`config.mk`:
```
export PLATFORM = sky130hd
export DESIGN_NAME = button_debounce_long_press_unit
export DESIGN_NICKNAME = d
export VERILOG_FILES = /design/src/hdl/btn_dbnc_pkg.sv /design/src/hdl/button_debounce_long_press_unit.sv
export SDC_FILE = /design/constraint.sdc
export NUM_CORES = 1
export LEC_CHECK = 0
export BUFFER_PORTS_ARGS = -buffer_cell sky130_fd_sc_hd__buf_2
export CAP_MARGIN = 25
export CORE_MARGIN = 2
export CORE_UTILIZATION = 40
export CTS_BUF_LIST = sky130_fd_sc_hd__clkbuf_16
export DETAILED_ROUTE_END_ITERATION = 8
export PLACE_DENSITY = 0.54
export SKIP_LAST_GASP = 1
export SLEW_MARGIN = 20
export SYNTH_ARGS = -nofsm -noshare
export SYNTH_HDL_FRONTEND = slang
export SYNTH_SLANG_ARGS = --single-unit
```
`constraint.sdc`:
```
create_clock -name clock -period 5.7 [get_ports clock]
set_input_delay 1.425 -clock clock [delete_from_list [all_inputs] [get_ports clock]]
set_output_delay 1.425 -clock clock [all_outputs]
set_load 0.03 [all_outputs]
```
`src/hdl/btn_dbnc_pkg.sv`:
```
// ---------------------------------------------------------------------------
// btn_dbnc_pkg: button debounce and long-press shared definitions
// Widths, register indexes, reset values and the debounce state type used by the
// button debounce and long-press unit.
// ---------------------------------------------------------------------------
package btn_dbnc_pkg;

   // payload widths
   localparam int TIME_W      = 32;
   localparam int CFG_TIME_W  = 16;
   localparam int REQ_TDATA_W = 40;
   localparam int RSP_TDATA_W = 8;
   localparam int CSR_INDEX_W = 2;
   localparam int CSR_DATA_W  = 16;

   // configuration register indexes
   localparam logic [CSR_INDEX_W-1:0] REG_DEBOUNCE_TIME   = 2'd0;
   localparam logic [CSR_INDEX_W-1:0] REG_LONG_PRESS_TIME = 2'd1;
   localparam logic [CSR_INDEX_W-1:0] REG_ACTIVE_LOW      = 2'd2;

   // configuration reset values
   localparam logic [CFG_TIME_W-1:0] DEBOUNCE_TIME_RST   = 16'd50;
   localparam logic [CFG_TIME_W-1:0] LONG_PRESS_TIME_RST = 16'd1000;
   localparam logic                  ACTIVE_LOW_RST      = 1'b1;

   // debounce state machine
   typedef enum logic [1:0] {
      ST_RELEASED    = 2'd0,
      ST_DEB_PRESS   = 2'd1,
      ST_PRESSED     = 2'd2,
      ST_DEB_RELEASE = 2'd3
   } fsm_state_type;

endpackage

```
`src/hdl/button_debounce_long_press_unit.sv`:
```
// ---------------------------------------------------------------------------
// button_debounce_long_press_unit: debounced button with long-press event
// Turns timestamped raw pin samples into press, release and long-press
// event pulses plus a held flag, one result per sample.
// ---------------------------------------------------------------------------
//
//  channel  | direction | handshake             | payload
//  ---------+-----------+-----------------------+-------------------------------
//  req      | in        | req_tvalid/req_tready | raw_level, now_ms
//  rsp      | out       | rsp_tvalid/rsp_tready | press/release/long events, held
//  csr      | in        | csr_valid/csr_ready   | csr_index, csr_data
//
//  One sample per clock sustained while rsp is not stalled; a sample passes
//  through the input register, then its result loads the result register.
//  The state step (two 32-bit wrapping subtracts and compares) sits between them.
//  Reset is synchronous and returns the state to released and the
//  configuration to 50 ms debounce, 1000 ms long press, active low.
//  A stalled rsp holds its result; one more sample waits in the input
//  register, after which req_tready drops.
//  csr writes are always taken.
module button_debounce_long_press_unit (
   input  logic                                  clock,
   input  logic                                  reset,
   // req_tdata: [0] raw_level, [32:1] now_ms, [39:33] zero
   input  logic                                  req_tvalid,
   output logic                                  req_tready,
   input  logic [btn_dbnc_pkg::REQ_TDATA_W-1:0]  req_tdata,
   // rsp_tdata: [0] press_event, [1] release_event, [2] long_press_event,
   //            [3] held, [7:4] zero
   output logic                                  rsp_tvalid,
   input  logic                                  rsp_tready,
   output logic [btn_dbnc_pkg::RSP_TDATA_W-1:0]  rsp_tdata,
   input  logic                                  csr_valid,
   output logic                                  csr_ready,
   input  logic [btn_dbnc_pkg::CSR_INDEX_W-1:0]  csr_index,
   input  logic [btn_dbnc_pkg::CSR_DATA_W-1:0]   csr_data
);

   // configuration registers
   logic [btn_dbnc_pkg::CFG_TIME_W-1:0] debounce_time_ff;
   logic [btn_dbnc_pkg::CFG_TIME_W-1:0] long_press_time_ff;
   logic                                active_low_ff;

   // input register
   logic                              in_valid_ff;
   logic                              in_level_ff;
   logic [btn_dbnc_pkg::TIME_W-1:0]   in_now_ff;

   // debounce state
   btn_dbnc_pkg::fsm_state_type       state_ff, state_in;
   logic [btn_dbnc_pkg::TIME_W-1:0]   phase_start_ff, phase_start_in;
   logic [btn_dbnc_pkg::TIME_W-1:0]   press_start_ff, press_start_in;
   logic                              long_done_ff, long_done_in;

   // result register
   logic                              rsp_valid_ff;
   logic                              press_ev_ff, press_ev_in;
   logic                              release_ev_ff, release_ev_in;
   logic                              long_ev_ff, long_ev_in;
   logic                              held_ff, held_in;

   logic                              advance;
   logic                              pressed;
   logic                              debounce_done;
   logic                              long_due;
   logic [btn_dbnc_pkg::TIME_W-1:0]   phase_age;
   logic [btn_dbnc_pkg::TIME_W-1:0]   press_age;

   // handshakes
   assign advance    = in_valid_ff && (!rsp_valid_ff || rsp_tready);
   assign req_tready = !in_valid_ff || advance;
   assign csr_ready  = 1'b1;

   // configuration writes
   always_ff @(posedge clock) begin
      if (reset) begin
         debounce_time_ff   <= btn_dbnc_pkg::DEBOUNCE_TIME_RST;
         long_press_time_ff <= btn_dbnc_pkg::LONG_PRESS_TIME_RST;
         active_low_ff      <= btn_dbnc_pkg::ACTIVE_LOW_RST;
      end else if (csr_valid) begin
         case (csr_index)
            btn_dbnc_pkg::REG_DEBOUNCE_TIME:   debounce_time_ff   <= csr_data;
            btn_dbnc_pkg::REG_LONG_PRESS_TIME: long_press_time_ff <= csr_data;
            btn_dbnc_pkg::REG_ACTIVE_LOW:      active_low_ff      <= csr_data[0];
            default: ;
         endcase
      end
   end

   // input register
   always_ff @(posedge clock) begin
      if (reset) begin
         in_valid_ff <= 1'b0;
      end else if (req_tready) begin
         in_valid_ff <= req_tvalid;
      end
   end

   always_ff @(posedge clock) begin
      if (req_tready && req_tvalid) begin
         in_level_ff <= req_tdata[0];
         in_now_ff   <= req_tdata[btn_dbnc_pkg::TIME_W:1];
      end
   end

   // wrapping elapsed-time tests
   assign pressed       = in_level_ff ^ active_low_ff;
   assign phase_age     = in_now_ff - phase_start_ff;
   assign press_age     = in_now_ff - press_start_ff;
   assign debounce_done = phase_age >= {16'd0, debounce_time_ff};
   assign long_due      = press_age >= {16'd0, long_press_time_ff};

   // next state and event pulses
   always_comb begin
      state_in       = state_ff;
      phase_start_in = phase_start_ff;
      press_start_in = press_start_ff;
      long_done_in   = long_done_ff;
      press_ev_in    = 1'b0;
      release_ev_in  = 1'b0;
      long_ev_in     = 1'b0;
      if (advance) begin
         case (state_ff)
            btn_dbnc_pkg::ST_RELEASED: begin
               if (pressed) begin
                  phase_start_in = in_now_ff;
                  state_in       = btn_dbnc_pkg::ST_DEB_PRESS;
               end
            end
            btn_dbnc_pkg::ST_DEB_PRESS: begin
               if (!pressed) begin
                  state_in = btn_dbnc_pkg::ST_RELEASED;
               end else if (debounce_done) begin
                  state_in       = btn_dbnc_pkg::ST_PRESSED;
                  press_start_in = in_now_ff;
                  long_done_in   = 1'b0;
                  press_ev_in    = 1'b1;
               end
            end
            btn_dbnc_pkg::ST_PRESSED: begin
               // long-press test comes before the release test
               if (!long_done_ff && long_due) begin
                  long_ev_in   = 1'b1;
                  long_done_in = 1'b1;
               end
               if (!pressed) begin
                  phase_start_in = in_now_ff;
                  state_in       = btn_dbnc_pkg::ST_DEB_RELEASE;
               end
            end
            btn_dbnc_pkg::ST_DEB_RELEASE: begin
               // bounce back keeps press_start and long_done
               if (pressed) begin
                  state_in = btn_dbnc_pkg::ST_PRESSED;
               end else if (debounce_done) begin
                  state_in      = btn_dbnc_pkg::ST_RELEASED;
                  release_ev_in = 1'b1;
               end
            end
            default: state_in = btn_dbnc_pkg::ST_RELEASED;
         endcase
      end
      held_in = (state_in == btn_dbnc_pkg::ST_PRESSED) ||
                (state_in == btn_dbnc_pkg::ST_DEB_RELEASE);
   end

   // state register
   always_ff @(posedge clock) begin
      if (reset) begin
         state_ff       <= btn_dbnc_pkg::ST_RELEASED;
         phase_start_ff <= '0;
         press_start_ff <= '0;
         long_done_ff   <= 1'b0;
      end else begin
         state_ff       <= state_in;
         phase_start_ff <= phase_start_in;
         press_start_ff <= press_start_in;
         long_done_ff   <= long_done_in;
      end
   end

   // result register
   always_ff @(posedge clock) begin
      if (reset) begin
         rsp_valid_ff <= 1'b0;
      end else if (advance) begin
         rsp_valid_ff <= 1'b1;
      end else if (rsp_tready) begin
         rsp_valid_ff <= 1'b0;
      end
   end

   always_ff @(posedge clock) begin
      if (advance) begin
         press_ev_ff   <= press_ev_in;
         release_ev_ff <= release_ev_in;
         long_ev_ff    <= long_ev_in;
         held_ff       <= held_in;
      end
   end

   assign rsp_tvalid = rsp_valid_ff;
   assign rsp_tdata  = {4'd0, held_ff, long_ev_ff, release_ev_ff, press_ev_ff};

   // checks
   a_press_release_exclusive: assert property (@(posedge clock) disable iff (reset)
      rsp_tvalid |-> !(press_ev_ff && release_ev_ff))
      else $error("press and release event in one result");

   a_press_means_held: assert property (@(posedge clock) disable iff (reset)
      (rsp_tvalid && press_ev_ff) |-> held_ff)
      else $error("press event without held");

   a_release_means_free: assert property (@(posedge clock) disable iff (reset)
      (rsp_tvalid && release_ev_ff) |-> !held_ff)
      else $error("release event while still held");

   a_stall_only_on_rsp: assert property (@(posedge clock) disable iff (reset)
      !req_tready |-> (rsp_valid_ff && !rsp_tready && in_valid_ff))
      else $error("input stalled without a blocked result");

   a_long_done_with_event: assert property (@(posedge clock) disable iff (reset)
      $rose(long_done_ff) |-> (rsp_valid_ff && long_ev_ff))
      else $error("long press marked done without an event");

endmodule
```
* Word level (Yosys, flattened, before mapping)
Index checks and enable logic that the tools add are counted.
** Operators by class
- $lt $le $gt $ge :: 2
- Eq/ne operators :: 12
- Reductions and logical operators :: 22
- Bitwise logic cells :: 2
- Multiplexer cells :: 19
- Add/subtract/negate cells :: 2
** Operators with widths (count)
- $ge A32 B16 Y1 :: 2
- $mux W32 :: 2
- $pmux W32 S2 :: 1
- $sub A32 B32 Y32 :: 2
- $mux W2 :: 7
- $eq A2 B2 Y1 const B :: 5
- $ne A2 B2 Y1 const B :: 5
- $pmux W2 S4 :: 1
- $reduce_and A2 Y1 :: 4
- $reduce_and A4 Y1 :: 2
- $mux W1 :: 7
- $reduce_bool A2 Y1 :: 3
- $reduce_and A5 Y1 :: 1
- $eq A2 B1 Y1 const B :: 2
- $logic_not A2 Y1 :: 2
- $logic_and A1 B1 Y1 :: 3
- $logic_not A1 Y1 :: 3
- $logic_or A1 B1 Y1 :: 3
- $pmux W1 S2 :: 1
- $reduce_or A2 Y1 :: 1
- $not A1 Y1 :: 1
- $xor A1 B1 Y1 :: 1
** Word-level totals
- Register bits :: 139
- Logic and storage cells :: 74
- Input port bits :: 63

* Logic depth before layout (Yosys ltp)
Gate-level depths: netlist of run 1.
- Depth in word-level cells :: 8
- Gate-level depth with buffers :: 22
- Depth with buffers taken out :: 20

* Least setup slack after synthesis of run 1
OpenSTA, ideal clock, no wires.
- Path type :: register -> register
- From :: register in_now_ff[0] (netlist bit)
- To :: register long_done_ff
- Required time :: 5621 ps
- Cell stages (with the launch flop) :: 23
- Library setup time :: 79 ps
- Period minus slack after synthesis :: 4300 ps
- Setup slack :: 1400 ps
- Arrival :: 4221 ps
- Cell sequence :: edfxtp_1 inv_1 ha_1 fa_1 nand2b_1 a21o_1 a21oi_1 nor2_1 nor3_1 nor2_1 xnor2_1 ha_1 and4_1 nor4b_1 a21o_1 a2111o_1 nor4_2 nand4_1 nor4_4 nor3b_1 buf_6 buf_6 a211oi_2
** Between the ends
- Word-level cells in the longest chain between the ends :: 5
- Elaborated cells on any way between the ends :: 8
** Ends and longest elaborated chain
- from (decl) :: line button_debounce_long_press_unit.sv:47 : logic [btn_dbnc_pkg::TIME_W-1:0] in_now_ff;
- from (signal assigned) :: line button_debounce_long_press_unit.sv:102 : in_now_ff <= req_tdata[btn_dbnc_pkg::TIME_W:1];
- $sub A32 B32 Y32 :: line button_debounce_long_press_unit.sv:109 : assign press_age = in_now_ff - press_start_ff;
- $ge A32 B16 Y1 :: line button_debounce_long_press_unit.sv:111 : assign long_due = press_age >= {16'd0, long_press_time_ff};
- $logic_and A1 B1 Y1 :: line button_debounce_long_press_unit.sv:142 : if (!long_done_ff && long_due) begin
- $ne A2 B2 Y1 (no source line)
- $reduce_and A5 Y1 (no source line) *
- to (signal assigned) :: line button_debounce_long_press_unit.sv:178 : long_done_ff <= long_done_in;
- to (decl) :: line button_debounce_long_press_unit.sv:53 : logic long_done_ff, long_done_in;
Every way passes the cells marked *; elsewhere a longest branch is shown, timed or not.
A chain may end at the register's enable or synchronous reset.

* Worst setup path after layout of run 1
- From :: register in_now_ff[1] (netlist bit)
- To :: register press_start_ff[31] (netlist bit)
** Between the ends
- Word-level cells in the longest chain between the ends :: 3
** Ends and longest elaborated chain
- $sub A32 B32 Y32 :: line button_debounce_long_press_unit.sv:108 : assign phase_age = in_now_ff - phase_start_ff;
- $ge A32 B16 Y1 :: line button_debounce_long_press_unit.sv:110 : assign debounce_done = phase_age >= {16'd0, debounce_time_ff};
- $reduce_and A4 Y1 (no source line)
- to (signal assigned) :: line button_debounce_long_press_unit.sv:177 : press_start_ff <= press_start_in;
- to (decl) :: line button_debounce_long_press_unit.sv:52 : logic [btn_dbnc_pkg::TIME_W-1:0] press_start_ff, press_start_in;
No other way between the ends.

==> flow_summary_export.csv, run 1 <==
group,metric,value,unit
status,status,"finished, final reports clean",
clock_network,cts_made_buffers,17,
floorplan,pin_count,74,
power,power_density,253,nW/um^2
drt,drt_iter0_markers,494,
yosys,yosysSeqAreaShare,0.325,
clock_network,cts_root_buf,"clkbuf_16",
cells_and_area,nets,1379,
sta,finalHoldViolations,0,
critical_path,path_max_fanout,33,
yosys,yosysMostFrequentCell,"nand2_1",
drt,first_pass_iters,5,
yosys,netlist_top_cells_area,"dfxtp_1 (21%), ha_1 (12%), edfxtp_1 (11%)",
yosys,post_synth.cell_area_avg,8.16,sq um
drt,routed-via-count,8260,
floorplan,core-area,24100,sq um
clock_network,cts_tree,"built",
sta,worstMarginPinSlew,0.963,ns
floorplan,dieWidth,160,um
sta,final_max_slew_viol_count,0,
drt,viasPerCell,5.31,
sta,rsz0062_at_grt,"no",
global_route,grt_start_max_net_pins,116,
floorplan,die_h,160,um
critical_path,cp_slowest_cell,"edfxtp_1",
clock_network,cts_hold_buf,0,
sta,setup_viol,0,
yosys,netlist.area_leader.share,0.210,
cells_and_area,drive_gt1_frac,0.0892,
sta,fin_crit,4.97,ns
run,max-cap-violations,0,
yosys,synth_top_area_cell,"dfxtp_1",
global_route,first_global_vias,7696,
yosys,netlist_instances,1190,
clock_network,cts.clk_slew.worst_paths,0.07,ns
clock_network,clock_latency,0.43,ns
critical_path,worstSetupEndpointType,"register",
cells_and_area,num_antenna_cells,0,
floorplan,start_util,0.403,
yosys,synthTopCellsByCount,"nand2_1 (175), a21oi_1 (138), inv_1 (108)",
yosys,ys.flop_type,"dfxtp_1",
yosys,synth-async-reset-ratio,0,
sta,finalSetupTns,0,ns
drt,drt-wirelength-per-cell,16.1,um
placement,dpl.hpwl,18900,um
cells_and_area,area_delta_synth_final,10.7,%
critical_path,cp.arrival,5.26,ns
clock_network,clock_sinks,139,
placement,pre_cts_slack,0.701,ns
clock_network,cts_max_path_buffers,2,
clock_network,cts_resized,0,
critical_path,critPathLaunchType,"register",
sta,fin_skew,0.0129,ns
floorplan,rows,57,
sta,layout_setup_ws,0.732,ns
critical_path,max_stage_delay,0.50,ns
placement,place_inst,1524,
cells_and_area,n_fill_cell,2448,
sta,period_share,0.872,
yosys,synthesis.area,9710,sq um
yosys,synth_edf_count,37,
global_route,antenna_found_initial,0,
yosys,synth_seq_cells,139,
clock_network,htreeDepth,4,
floorplan,dieArea,25500,sq um
placement,gp_routability_congestion,0.874,
global_route,grt_remaining_overflow,0,
sta,slew_headroom,0.358,
cells_and_area,stdcell_count,1557,
sta,fmax,201,MHz
cells_and_area,final_core_utilization,0.446,
global_route,grt_use_total,0.200,
critical_path,critPathRequiredTime,5.99,ns
critical_path,path_class,"reg2reg",
clock_network,post_cts_buffers,0,
yosys,ys_warn_count,0,
placement,io_buffers,61,
yosys,ys_types,71,
critical_path,cp_cell_sequence,"inv_1 > fa_1 > nand2b_1 > a21o_1 > a21oi_1 > nor2_1 > nor3_1 > nor2_1 > xnor2_1 > ha_1 > and4_1 > nor4b_1 > a21o_1 > a2111o_1 > nor4_2 > nand4_1 > nor4_4 > nor3b_2 > buf_4 > mux2i_1",
drt,drc,0,
power,vdd_drop_max,0.193,mV
drt,ant_nets,0,
power,p_leak,0.00404,uW
worst_hold_path,hp-class,"reg2reg",
global_route,grt_pass1_wl,40600,um
drt,routed_wl,25100,um
[routing by layer]
layer / share of wire / global-route usage
met3: 0.041 / 0.0345
met1: 0.52 / 0.299
met5: 0 / 0
met4: 0.015 / 0.0536
met2: 0.42 / 0.298
[layout make-up]
class                           count  area [sq um]  share of cell area
Inverter                          108           405              0.0377
Timing Repair Buffer               66           365              0.0340
Multi-Input combinational cell    888          5900               0.549
Clock inverter                     15           100             0.00931
Sequential cell                   139          3150               0.293
Tap cell                          324           405              0.0377
Clock buffer                       17           425              0.0396
[power breakdown]
group | switching [uW] | internal (uW) | leakage [uW] | total, uW
Clock | 476 | 555 | 0.000263 | 1030
Combinational | 362 | 241 | 0.00259 | 603
Sequential | 35.2 | 1050 | 0.00119 | 1090
[path summary, 6_finish.rpt]
check                                  startpoint                         endpoint  slack, ns  cells past startpoint
hold reg to reg   phase_start_ff[24]$_SDFFE_PP0P_  phase_start_ff[24]$_SDFFE_PP0P_       0.46                      2
setup / recovery           in_now_ff[1]$_DFFE_PP_  press_start_ff[31]$_SDFFE_PP0P_       0.73                     20
setup reg to reg           in_now_ff[1]$_DFFE_PP_  press_start_ff[31]$_SDFFE_PP0P_       0.73                     20
hold / removal    phase_start_ff[24]$_SDFFE_PP0P_  phase_start_ff[24]$_SDFFE_PP0P_       0.46                      2
[registers in the layout, summed over array words and instances, names as in the netlist]
signal / cells
long_ev_ff: 1
press_start_ff: 32
press_ev_ff: 1
state_ff: 2
rsp_tvalid: 1
long_press_time_ff: 16
debounce_time_ff: 16
phase_start_ff: 32
long_done_ff: 1
in_now_ff: 32
in_level_ff: 1
held_ff: 1
release_ev_ff: 1
in_valid_ff: 1
active_low_ff: 1
[cells in the final DEF, fill, tap and decap left out, types with 18 or more instances in the layout]
master / count
a21o_1: 23
a21oi_1: 138
buf_2: 60
dfxtp_1: 102
edfxtp_1: 37
ha_1: 94
inv_1: 109
mux2i_1: 38
nand2_1: 175
nand2b_1: 73
nand4_1: 21
nor2_1: 48
o21a_1: 18
o21ai_0: 38
xnor2_1: 27
[stage by stage]
stage	hold slack, ns	cell area (sq um)	total power, uW
after detailed placement	0.447	10200	1710
final	0.455	10800	2720
after global routing	0.475	10800	2870
after floorplan	0.436	9730	1550
after CTS	0.455	10700	2750
after global placement	0.442	10200	1710
[kinds of logic after synthesis]
family | Yosys count | share of synthesized area
AND/OR/NAND/NOR | 401 | 0.205
AO/OA/AOI/OAI | 304 | 0.194
buffers and inverters | 166 | 0.0716
flip-flops | 139 | 0.325
adder cells (fa/ha/maj) | 96 | 0.125
XOR/XNOR | 44 | 0.0397
multiplexers | 38 | 0.0392
other | 2 | 0.000773
[critical path: cells and delay by family (launching register included)]
family,cells,cell delay (ns)
flip-flops,1,0.50
adder cells (fa/ha/maj),2,0.71
buffers and inverters,2,0.43
multiplexers,1,0.20
AND/OR/NAND/NOR,10,1.68
XOR/XNOR,1,0.18
AO/OA/AOI/OAI,4,1.09
No activity file was read; power rests on OpenSTA's default activity.
==> inputs of run 2 (changes only) <==
==> constraint.sdc (replaced) <==
create_clock -name clock -period 5.3 [get_ports clock]
set_input_delay 1.325 -clock clock [delete_from_list [all_inputs] [get_ports clock]]
set_output_delay 1.325 -clock clock [all_outputs]
set_load 0.03 [all_outputs]
==> run 2 against run 1 <==
Via count decreased by 0.69%. Routed wire length increased by 0.83%. Combinational power increased by 8.1%. Clock skew about the same. First-iteration DRC count increased by 38%. Global-route usage increased by 0.092 points. Cell count increased by 0.19%. Register-to-register slack got worse by 0.31 ns. Die area unchanged.
==> flow_summary_export.csv, run 2 (synthesis results as in run 1) <==
group,metric,value,unit
sta,fmax,205,MHz
critical_path,cp_cell_sequence,"inv_1 > ha_1 > fa_1 > nand2b_1 > a21o_1 > a21oi_1 > nor2_1 > nor3_1 > nor2_1 > xnor2_1 > ha_1 > and4_1 > nor4b_1 > a21o_1 > a2111o_1 > nor4_2 > nand4_1 > nor4_4 > nor3b_2 > buf_12 > mux2i_1",
cells_and_area,drive_gt1_frac,0.0906,
clock_network,cts_max_path_buffers,2,
global_route,grt_use_total,0.201,
sta,fin_skew,0.0133,ns
global_route,grt_start_max_net_pins,84,
sta,finalSetupTns,0,ns
power,power_frac_comb,0.209,
critical_path,cpLargestDelayFamily,"simple AND/OR/NAND/NOR gates",
power,p_sw_frac,0.302,
sta,finalHoldViolations,0,
critical_path,critPathRequiredTime,5.61,ns
power,vdd_drop_max,0.163,mV
clock_network,cts_made_buffers,17,
floorplan,die_h,160,um
clock_network,cts_root_buf,"clkbuf_16",
drt,ant_nets,0,
sta,worstMarginPinSlew,0.992,ns
cells_and_area,final_cell_mix,"nand2_1 (175), a21oi_1 (138), inv_1 (110), dfxtp_1 (102), ha_1 (94)",
floorplan,rows,57,
clock_network,cts_hold_buf,0,
power,power_density,288,nW/um^2
placement,io_buffers,61,
cells_and_area,stdcell_count,1560,
cells_and_area,largest_registers,"in_now_ff (32), phase_start_ff (32), press_start_ff (32)",
power,seqPwrFrac,0.375,
worst_hold_path,hp-class,"reg2reg",
floorplan,dieWidth,160,um
critical_path,cp_slowest_cell,"fa_1",
critical_path,cp.buffers_inverters,2,
power,p_switching,942,uW
cells_and_area,n_fill_cell,2453,
power,intPower,2180,uW
placement,gp_routability_congestion,0.839,
placement,dpl.hpwl,19000,um
global_route,grt_pass1_wl,41000,um
cells_and_area,final_common_cell,"nand2_1",
cells_and_area,num_antenna_cells,0,
floorplan,dieArea,25500,sq um
clock_network,cts_tree,"built",
critical_path,reg2reg_from,"in_now_ff[0]$_DFFE_PP_",
worst_hold_path,min_from,"phase_start_ff[18]$_SDFFE_PP0P_",
drt,viasPerCell,5.26,
critical_path,critPathLaunchType,"register",
sta,rsz0062_at_grt,"no",
critical_path,startpoint,"in_now_ff[0]$_DFFE_PP_",
run,max-cap-violations,0,
drt,drt-wirelength-per-cell,16.2,um
drt,drc,0,
global_route,grt_remaining_overflow,0,
clock_network,post_cts_buffers,0,
critical_path,max_stage_delay,0.41,ns
clock_network,clock_sinks,139,
drt,routed-via-count,8203,
sta,fin_crit,4.88,ns
clock_network,cts_resized,0,
cells_and_area,nets,1382,
critical_path,cp.arrival,5.19,ns
drt,first_pass_iters,5,
power,p_leak,0.00409,uW
placement,place_inst,1528,
drt,routed_wl,25300,um
clock_network,clock_latency,0.43,ns
sta,slew_headroom,0.339,
critical_path,path_max_fanout,33,
clock_network,cts.clk_slew.worst_paths,0.06,ns
cells_and_area,area_delta_synth_final,11.8,%
critical_path,path_class,"reg2reg",
sta,final_max_slew_viol_count,0,
clock_network,htreeDepth,4,
status,status,"finished, final reports clean",
critical_path,worstSetupEndpointType,"register",
floorplan,pin_count,74,
power,clock_power_share,0.416,
sta,setup_viol,0,
floorplan,core-area,24100,sq um
global_route,antenna_found_initial,0,
global_route,first_global_vias,7806,
drt,drt_iter0_markers,682,
sta,period_share,0.921,
floorplan,start_util,0.403,
-- run 2: cell type report --
class,instances,area (sq um),share of cell area
clock buffers,17,425,0.0392
flip-flops and latches,139,3150,0.290
repair buffers,69,380,0.0350
inverters,108,405,0.0373
well taps,324,405,0.0373
clock inverters,15,198,0.0182
multi-input cells,888,5890,0.543
-- run 2: power groups by stage --
stage	clock (uW)	combinational (uW)	sequential, uW
2_1_floorplan	0	486	1180
3_3_place_gp	0	643	1200
3_5_place_dp	0	647	1200
4_1_cts	1330	650	1170
5_1_grt	1370	736	1180
6_report	1300	652	1170
-- run 2: metal layers --
metal  global-route usage  wire, um  vias to the layer above  share of wire
met3               0.0309       894                       28          0.035
met2                0.303     10600                      147           0.42
li1                     -         -                     4219              -
met5                    0         0                        -              0
met1                0.298     13400                     3809           0.53
met4               0.0545       386                        0          0.015
-- run 2: per-stage QoR --
| step | worst slack (ns) | instance area [sq um] | util | hold slack (ns) | total power (uW) |
|---|---|---|---|---|---|
| floorplan | 1.00 | 9730 | - | 0.436 | 1670 |
| global placement | 0.490 | 10200 | 0.425 | 0.442 | 1840 |
| detailed placement | 0.412 | 10200 | 0.425 | 0.447 | 1840 |
| CTS | 0.410 | 10900 | 0.451 | 0.455 | 3150 |
| global route | 0.0519 | 10900 | 0.451 | 0.475 | 3280 |
| finish | 0.420 | 10900 | 0.451 | 0.452 | 3130 |
-- run 2: worst register-to-register path, delay by kind of cell, from the launching register on --
family | cells | cell delay, ns
AND/OR/NAND/NOR | 10 | 1.70
AO/OA/AOI/OAI | 4 | 1.07
adder cells (fa/ha/maj) | 3 | 0.91
flip-flops | 1 | 0.37
buffers and inverters | 2 | 0.28
XOR/XNOR | 1 | 0.21
multiplexers | 1 | 0.21
-- run 2: worst paths after layout --
check / endpoint / slack (ns) / depth (start not counted)
max: press_start_ff[2]$_SDFFE_PP0P_ / 0.42 / 21
min: phase_start_ff[18]$_SDFFE_PP0P_ / 0.45 / 2
max reg2reg: press_start_ff[2]$_SDFFE_PP0P_ / 0.42 / 21
min reg2reg: phase_start_ff[18]$_SDFFE_PP0P_ / 0.45 / 2
